### src/rtl/osdp_pkg.sv
`timescale 1ns / 1ps

package osdp_pkg;

   localparam int HEADER_BYTES = 5;

   localparam logic [15:0] CRC_INIT = 16'h1D0F;
   localparam logic [15:0] CRC_POLY = 16'h1021;
   localparam logic [15:0] CRC_MSB  = 16'h8000;

   localparam logic [7:0] SCB_BIT = 8'h08;

   localparam logic [7:0]  START_RESET   = 8'd83;
   localparam logic [10:0] MIN_LEN_RESET = 11'd8;
   localparam logic [10:0] MAX_LEN_RESET = 11'd1024;

   typedef enum logic [1:0] {
      REG_START_BYTE = 2'd0,
      REG_MIN_LEN    = 2'd1,
      REG_MAX_LEN    = 2'd2,
      REG_NONE       = 2'd3
   } reg_index_type;

   typedef enum logic [1:0] {
      PH_HUNT   = 2'd0,
      PH_HEADER = 2'd1,
      PH_BODY   = 2'd2
   } phase_type;

   typedef enum logic [1:0] {
      ST_IDLE   = 2'd0,
      ST_EVAL   = 2'd1,
      ST_SCAN   = 2'd2,
      ST_FINISH = 2'd3
   } state_type;

   typedef struct packed {
      logic       init;
      logic       step;
      logic [7:0] data;
   } crc_ctl_type;

endpackage

### src/rtl/osdp_crc_unit.sv
`timescale 1ns / 1ps

// crc-16, one byte per cycle, msb first
module osdp_crc_unit (
   input  logic                 clock,
   input  osdp_pkg::crc_ctl_type ctl,
   output logic [15:0]          crc
);

   logic [15:0] crc_ff;
   logic [15:0] crc_in;
   logic [15:0] acc;

   always_comb begin
      acc = crc_ff ^ {ctl.data, 8'h00};
      for (int b = 0; b < 8; b++) begin
         if ((acc & osdp_pkg::CRC_MSB) != 16'h0000) begin
            acc = {acc[14:0], 1'b0} ^ osdp_pkg::CRC_POLY;
         end else begin
            acc = {acc[14:0], 1'b0};
         end
      end
      crc_in = crc_ff;
      if (ctl.init) begin
         crc_in = osdp_pkg::CRC_INIT;
      end else if (ctl.step) begin
         crc_in = acc;
      end
   end

   always_ff @(posedge clock) begin
      crc_ff <= crc_in;
   end

   assign crc = crc_ff;

endmodule

### config.mk
export PLATFORM = sky130hd
export DESIGN_NAME = osdp_crc_unit
export DESIGN_NICKNAME = d
export VERILOG_FILES = /design/src/rtl/osdp_pkg.sv /design/src/rtl/osdp_crc_unit.sv
export SDC_FILE = /design/constraint.sdc
export NUM_CORES = 1
export LEC_CHECK = 0
export BUFFER_PORTS_ARGS = -buffer_cell sky130_fd_sc_hd__clkbuf_2
export CAP_MARGIN = 20
export CORE_ASPECT_RATIO = 0.9
export CORE_MARGIN = 3
export CORE_UTILIZATION = 23
export DETAILED_ROUTE_END_ITERATION = 16
export PLACE_DENSITY = 0.5
export RECOVER_POWER = 50
export SYNTH_ARGS = -nofsm -noshare
export SYNTH_HDL_FRONTEND = slang
export SYNTH_SLANG_ARGS = --single-unit
### constraint.sdc
create_clock -name clock -period 1.6 [get_ports clock]
set_input_delay 0.16 -clock clock [delete_from_list [all_inputs] [get_ports clock]]
set_output_delay 0.16 -clock clock [all_outputs]
set_load 0.01 [all_outputs]
== Word-level counts from Yosys, hierarchy flattened ==
Index checks and enable logic that the tools add are counted.

* Output and inout port bits: 16
* Memories: 0
* Bits in writable memories: 0
* Logic and storage cells: 18
* Latch bits: 0
* Flip-flop bits (word level): 16
* Input bits: 11
* Memory bits (read-only): 0

* Magnitude comparators: 0
* $add $sub $neg: 0
* Shift-type cells: 0
* Reduce and logical (&&, ||, !) cells: 0
* Mux-type cells: 8
* Bitwise logic cells: 9
* Divide/modulo/power cells: 0
* Multiply operators: 0
* Equal/unequal tests: 0

{| class="wikitable"
|+ Operators with widths
! operator !! number
|-
| $mux W13 || 8
|-
| $not A3 Y3 || 8
|-
| $xor A16 B16 Y16 || 1
|}

== Longest topological paths before layout ==
Gate-level depths: netlist (run 1).

* Depth after elaboration: 17
* Depth in mapped cells: 6
* Depth with buffers taken out: 4

== Worst setup path before layout (run 1) ==
No wires, ideal clock.

* Path type: register -> register
* From: register crc_ff[13] (netlist: crc[13])
* To: register crc_ff[1] (netlist: crc[1])
* Period minus slack after synthesis: 1.241 ns
* Data arrival time: 1.121 ns
* Slack: 0.359 ns
* Data required time: 1.480 ns
* Setup time: 0.120 ns
* Path buffers: 0
* Stages on the path, launching flop included: 5
* Cell sequence: dfxtp_1 > xnor2_1 > xnor2_1 > nor2_1 > a211o_1

* Cells in the longest elaborated chain, start to end: 4

{| class="wikitable"
|+ RTL lines
! what !! line !! RTL
|-
| from (decl) || osdp_crc_unit.sv:10 || <nowiki>logic [15:0] crc_ff;</nowiki>
|-
| from (signal assigned) || osdp_crc_unit.sv:32 || <nowiki>crc_ff <= crc_in;</nowiki>
|-
| $xor A16 B16 Y16 || osdp_crc_unit.sv:15 || <nowiki>acc = crc_ff ^ {ctl.data, 8'h00};</nowiki>
|-
| $mux W13 (3 in a row) || osdp_crc_unit.sv:17 || <nowiki>if ((acc & osdp_pkg::CRC_MSB) != 16'h0000) begin</nowiki>
|}

No other way between the ends.
A chain may end at the register's enable or synchronous reset.

== Worst setup path after layout (run 1) ==
* From: register crc_ff[12] (netlist: crc[12])
* To: register crc_ff[5] (netlist: crc[5])

* Cells in the longest elaborated chain, start to end: 3

{| class="wikitable"
|+ RTL lines
! what !! line
|-
| $xor A16 B16 Y16 || osdp_crc_unit.sv:15
|-
| $mux W13 (2 in a row) || osdp_crc_unit.sv:17
|}

No other way between the ends.

==> reports/metrics.csv, run 1 <==
metric,value,unit
status,"finished, final reports clean",
fmax,0.725,GHz
post_cts_buffers,0,
largest_reg_flops,16,
setup_viol,0,
yosys.area.top_type,dfxtp_1,
clock_latency,240,ps
ir_drop,476,uV
finalCritPeriodShare,0.862,
start_util,0.253,
root_buffer,clkbuf_8,
clkSlewWorstSetupHoldPaths,60,ps
crit_fanout,3,
clockBufferDepth,2,
grt_max_degree,23,
p_int,0.950,mW
syn_inst,84,
slew_violations,0,
placed_cells,148,
drt-initial-drc-count,5,
synthMuxAreaShare,0.0122,
timing.setup.tns,0,ps
die_w,68.9,um
critPathRequiredTime,1770,ps
seq_area_frac_synth,0.391,
power_density,1410,nW/um^2
cts_made_buffers,3,
ctsHtreeMaxLevel,1,
post_synth_xor_area_fraction,0.317,
synth_compound_area_frac,0.174,
start_kind,flip-flop,
worst_pin_slew,562,ps
dp_hpwl,1370,um
fin_ws,221,ps
fp.dieH,62.6,um
syn2layout_area_growth,24.0,%
cts_resized,0,
io_buffers,26,
power.switching,0.483,mW
dr.pass1.iters,3,
yosys.area.top_type_share,0.391,
place_area,986,um^2
power_frac_clock,0.246,
core_area,3230,um^2
clock-sinks,16,
track_usage,0.0898,
utilization,0.314,
r2r_cells,4,
regToRegEndpoint,crc[5]$_SDFFE_PP0P_,
ys_warn_count,0,
rows,19,
syn-num-nets,95,
seq_power_share,0.377,
relSlewSlack,0.625,
switching_share,0.337,
rsz0062_at_grt,false,
hold_buffers,0,
grt_pass1_wl,3060,um
synth_top_family_by_area,XOR/XNOR gates,
drc_errors,0,
wl_per_cell,11.5,um
worstSetupEndpoint,crc[5]$_SDFFE_PP0P_,
crit_start,crc[12]$_SDFFE_PP1P_,
reg2reg_setup_slack,220,ps
drtAntennaViolNets,0,
final_nets,122,
place_congestion,0.692,
synth_cell_types,15,
cts_tree,yes,
leakagePower,0.379,nW
die-area,4310,um^2
grt-ovfl-total,0,
io_pins,27,
r2r_start,crc[12]$_SDFFE_PP1P_,
grt_pass1_vias,714,
end_kind,flip-flop,
fin_crit,1380,ps
synth_area_leaders,"dfxtp_1 39%, xnor2_1 21%, a211o_1 6.4%",
antenna_found_initial,0,
maxCapViolCount,0,
layout-drive-gt1-share,0.182,
fin_skew,1.10,ps
cp.arrival,1550,ps
hold_class,in -> reg,
hold_viol,0,
critical_path_class,reg -> reg,
synth-simple-area-share,0.0734,
vias,650,
ys_ff_latch,16,
final_cell_count_no_fill,152,
pre_cts_ws,234,ps
antenna_cells,0,
synth_area,818,um^2
combPwrFrac,0.377,
synthAdderAreaFrac,0,
synth.avg_cell_area,9.74,um^2
final_area,1010,um^2
drt_wl_total,1750,um
routed_via_density,4.28,
[layout by cell type (no fill, tap or decap)]
| cell type | n |
|---|---|
| xnor2_1 | 21 |
| dfxtp_1 | 16 |
| clkbuf_1 | 15 |
| nor2_1 | 11 |
| clkbuf_2 | 11 |
| a211o_1 | 6 |
| o21ai_0 | 5 |
| a21oi_1 | 5 |
| xor2_1 | 4 |
| clkbuf_8 | 4 |
| or3_1 | 3 |
| xnor2_2 | 2 |
| a211oi_2 | 2 |
| a211oi_1 | 2 |
| inv_1 | 1 |
| mux2i_1 | 1 |
| buf_4 | 1 |
[stage by stage]
step / total power, mW / hold WS, ps
final: 1.43 / 290
after global routing: 1.54 / 309
after CTS: 1.48 / 283
after detailed placement: 1.12 / 502
after global placement: 1.11 / 490
after floorplan: 0.968 / 418
[power groups by stage]
stage / registers (mW) / clock network [mW] / logic [mW]
final: 0.540 / 0.353 / 0.540
after global routing: 0.550 / 0.381 / 0.607
after CTS: 0.542 / 0.372 / 0.569
after detailed placement: 0.551 / 0 / 0.564
after global placement: 0.548 / 0 / 0.561
after floorplan: 0.574 / 0 / 0.393
[synth_stat cells]
master and instances:
nor2_1 11, o21ai_0 5, a21oi_1 5, buf_2 3, mux2i_1 1, xnor2_2 3
inv_1 1, a211oi_1 2, a211oi_2 2, xnor2_1 20, xor2_1 4, a211o_1 6
dfxtp_1 16, clkbuf_1 2, or3_1 3
[critical path, stage by stage, from the launching register on]
cell and delay, ps:
dfxtp_1 340, xnor2_1 400, xnor2_2 180, xnor2_1 170, a211oi_2 210
[worst min-delay path by stage]
stage	from	to	slack, ps	cells after the start
after floorplan	ctl[4]	crc[4]$_SDFFE_PP0P_	420	2
after global placement	crc[15]$_SDFFE_PP0P_	crc[15]$_SDFFE_PP0P_	490	2
after detailed placement	crc[0]$_SDFFE_PP1P_	crc[0]$_SDFFE_PP1P_	500	1
after CTS	ctl[8]	crc[5]$_SDFFE_PP0P_	280	3
after global routing	ctl[8]	crc[5]$_SDFFE_PP0P_	310	3
final	ctl[8]	crc[5]$_SDFFE_PP0P_	290	3
[final cells by class]
class | instances | area [um^2]
clock buffers | 4 | 55.1
fillers | 368 | 2220
inverters | 1 | 3.75
multi-input cells | 62 | 464
flip-flops and latches | 16 | 320
well taps | 42 | 52.6
repair buffers | 27 | 119
[per-layer routing]
layer	track usage	share of wire	wire (um)	vias to the layer above
met2	0.142	0.45	791	15
met4	0.0292	0.0057	10	0
li1	-	-	-	335
met3	0.0252	0.057	100	2
met1	0.116	0.48	849	298
met5	0	0	0	-
[cell families (layout without fill, tap and decap cells)]
kind of cell	count (synthesis)	after routing
simple gates	14	14
xor+xnor	27	27
mux	1	1
buf+inv	6	32
compound gates	20	20
flops	16	16
Note: power is estimated with default switching activity, not from simulation.
==> run 2: changes to the inputs <==
--- a/config.mk
+++ b/config.mk
@@ -12,7 +12,6 @@
 export CORE_UTILIZATION = 23
 export DETAILED_ROUTE_END_ITERATION = 16
 export PLACE_DENSITY = 0.5
-export RECOVER_POWER = 50
 export SYNTH_ARGS = -nofsm -noshare
 export SYNTH_HDL_FRONTEND = slang
 export SYNTH_SLANG_ARGS = --single-unit
==> run 2 against run 1 <==
Net effect: critical path depth unchanged; sequential share of layout area down 0.80 points; core utilization up 0.81 points; flip-flop and latch count unchanged; maximum frequency up 1.4%; worst setup slack better by 20 ps; clock-buffer cell count unchanged; critical endpoint is now crc[1]$_SDFFE_PP1P_.
==> reports/metrics.csv, run 2 (synthesis results as in run 1) <==
metric,value,unit,change
status,"finished, final reports clean",,unchanged
combPwrFrac,0.385,,was 0.377
seq_power_share,0.373,,was 0.377
worst_pin_slew,566,ps,was 562 ps
fp.dieH,62.6,um,unchanged
worstSetupEndpoint,crc[1]$_SDFFE_PP1P_,,was crc[5]$_SDFFE_PP0P_
syn2layout_area_growth,27.2,%,was 24.0%
switching_share,0.334,,was 0.337
fin_crit,1360,ps,was 1380 ps
cp.arrival,1500,ps,was 1550 ps
end_kind,flip-flop,,unchanged
track_usage,0.0898,,unchanged
hold_buffers,0,,unchanged
final_common_cell,clkbuf_2,,was xnor2_1
place_area,986,um^2,unchanged
regToRegEndpoint,crc[1]$_SDFFE_PP1P_,,was crc[5]$_SDFFE_PP0P_
power.total,1.46,mW,was 1.43 mW
hold_viol,0,,unchanged
power.switching,0.485,mW,was 0.483 mW
drt-initial-drc-count,4,,was 5
grt-ovfl-total,0,,unchanged
start_kind,flip-flop,,unchanged
io_pins,27,,unchanged
reg2reg_setup_slack,240,ps,was 220 ps
die_w,68.9,um,unchanged
power_frac_clock,0.242,,was 0.246
clock_latency,240,ps,about the same
final_cell_count_no_fill,152,,unchanged
layout-drive-gt1-share,0.327,,was 0.182
crit_start,crc[13]$_SDFFE_PP0P_,,was crc[12]$_SDFFE_PP1P_
rows,19,,unchanged
vias,652,,was 650
pre_cts_ws,234,ps,unchanged
hold_slack,290,ps,about the same
clkSlewWorstSetupHoldPaths,60,ps,about the same
fin_skew,1.27,ps,was 1.10 ps
r2r_start,crc[13]$_SDFFE_PP0P_,,was crc[12]$_SDFFE_PP1P_
final_nets,122,,unchanged
core_area,3230,um^2,unchanged
dr.pass1.iters,3,,unchanged
setup_viol,0,,unchanged
drtAntennaViolNets,0,,unchanged
start_util,0.253,,unchanged
clock-sinks,16,,unchanged
final_cell_mix,"26 x clkbuf_2, 20 x xnor2_1, 16 x dfxtp_1",,"was 21 x xnor2_1, 16 x dfxtp_1, 15 x clkbuf_1"
post_cts_buffers,0,,unchanged
dp_hpwl,1370,um,unchanged
hold_class,in -> reg,,unchanged
io_buffers,26,,unchanged
critPathRequiredTime,1740,ps,was 1770 ps
fmax,0.735,GHz,was 0.725 GHz
fin_ws,240,ps,was 221 ps
timing.setup.tns,0,ps,unchanged
cts_made_buffers,3,,unchanged
relSlewSlack,0.622,,was 0.625
largest_reg_flops,16,,unchanged
final_area,1040,um^2,was 1010 um^2
ctsHtreeMaxLevel,1,,unchanged
antenna_cells,0,,unchanged
cts_tree,yes,,unchanged
power_density,1400,nW/um^2,was 1410 nW/um^2
utilization,0.322,,was 0.314
place_congestion,0.692,,unchanged
grt_max_degree,23,,unchanged
ir_drop,486,uV,was 476 uV
root_buffer,clkbuf_8,,unchanged
rsz0062_at_grt,false,,unchanged
crit_fanout,4,,was 3
cts_resized,0,,unchanged
grt_pass1_wl,3060,um,unchanged
routed_via_density,4.29,,was 4.28
maxCapViolCount,0,,unchanged
die-area,4310,um^2,unchanged
r2r_cells,4,,unchanged
wl_per_cell,11.6,um,was 11.5 um
critical_path_class,reg -> reg,,unchanged
drt_wl_total,1760,um,was 1750 um
finalCritPeriodShare,0.850,,was 0.862
leakagePower,0.430,nW,was 0.379 nW
clockBufferDepth,2,,unchanged
p_int,0.970,mW,was 0.950 mW
slew_violations,0,,unchanged
drc_errors,0,,unchanged
grt_pass1_vias,714,,unchanged
antenna_found_initial,0,,unchanged
placed_cells,148,,unchanged
-- run 2: cell count changes in the layout (fill, tap and decap cells not counted) --
| cell | delta |
|---|---|
| clkbuf_1 | -15 |
| clkbuf_2 | +15 |
| xnor2_1 | -1 |
| xnor2_2 | +1 |
-- run 2: power by group through the flow --
stage                     logic, mW  registers, mW  clock network, mW
final                         0.560          0.542              0.352
after detailed placement      0.564          0.551                  0
after floorplan               0.393          0.574                  0
after global placement        0.561          0.548                  0
after global routing          0.627          0.553              0.381
after CTS                     0.569          0.542              0.372
-- run 2: area by class of cell --
type / count / area [um^2]
Multi-Input combinational cell: 62 / 472
Fill cell: 356 / 2190
Tap cell: 42 / 52.6
Sequential cell: 16 / 320
Timing Repair Buffer: 27 / 138
Inverter: 1 / 3.75
Clock buffer: 4 / 55.1
-- run 2: critical path: stages, from the launching register on --
cell and delay (ps):
dfxtp_1 340, xnor2_1 390, xnor2_1 220, nor2_1 70
a211o_1 230
-- run 2: worst min path at each step --
stage | endpoint | slack, ps | cells past startpoint | start
CTS | crc[5]$_SDFFE_PP0P_ | 280 | 3 | ctl[8]
floorplan | crc[4]$_SDFFE_PP0P_ | 420 | 2 | ctl[4]
finish | crc[5]$_SDFFE_PP0P_ | 290 | 3 | ctl[8]
detailed placement | crc[0]$_SDFFE_PP1P_ | 500 | 1 | crc[0]$_SDFFE_PP1P_
global placement | crc[15]$_SDFFE_PP0P_ | 490 | 2 | crc[15]$_SDFFE_PP0P_
global route | crc[5]$_SDFFE_PP0P_ | 310 | 3 | ctl[8]
-- run 2: layer usage --
| layer | global-route usage | wire length (um) |
|---|---|---|
| met4 | 0.0292 | 12 |
| met1 | 0.116 | 858 |
| met2 | 0.142 | 791 |
| met5 | 0 | 0 |
| met3 | 0.0252 | 95 |
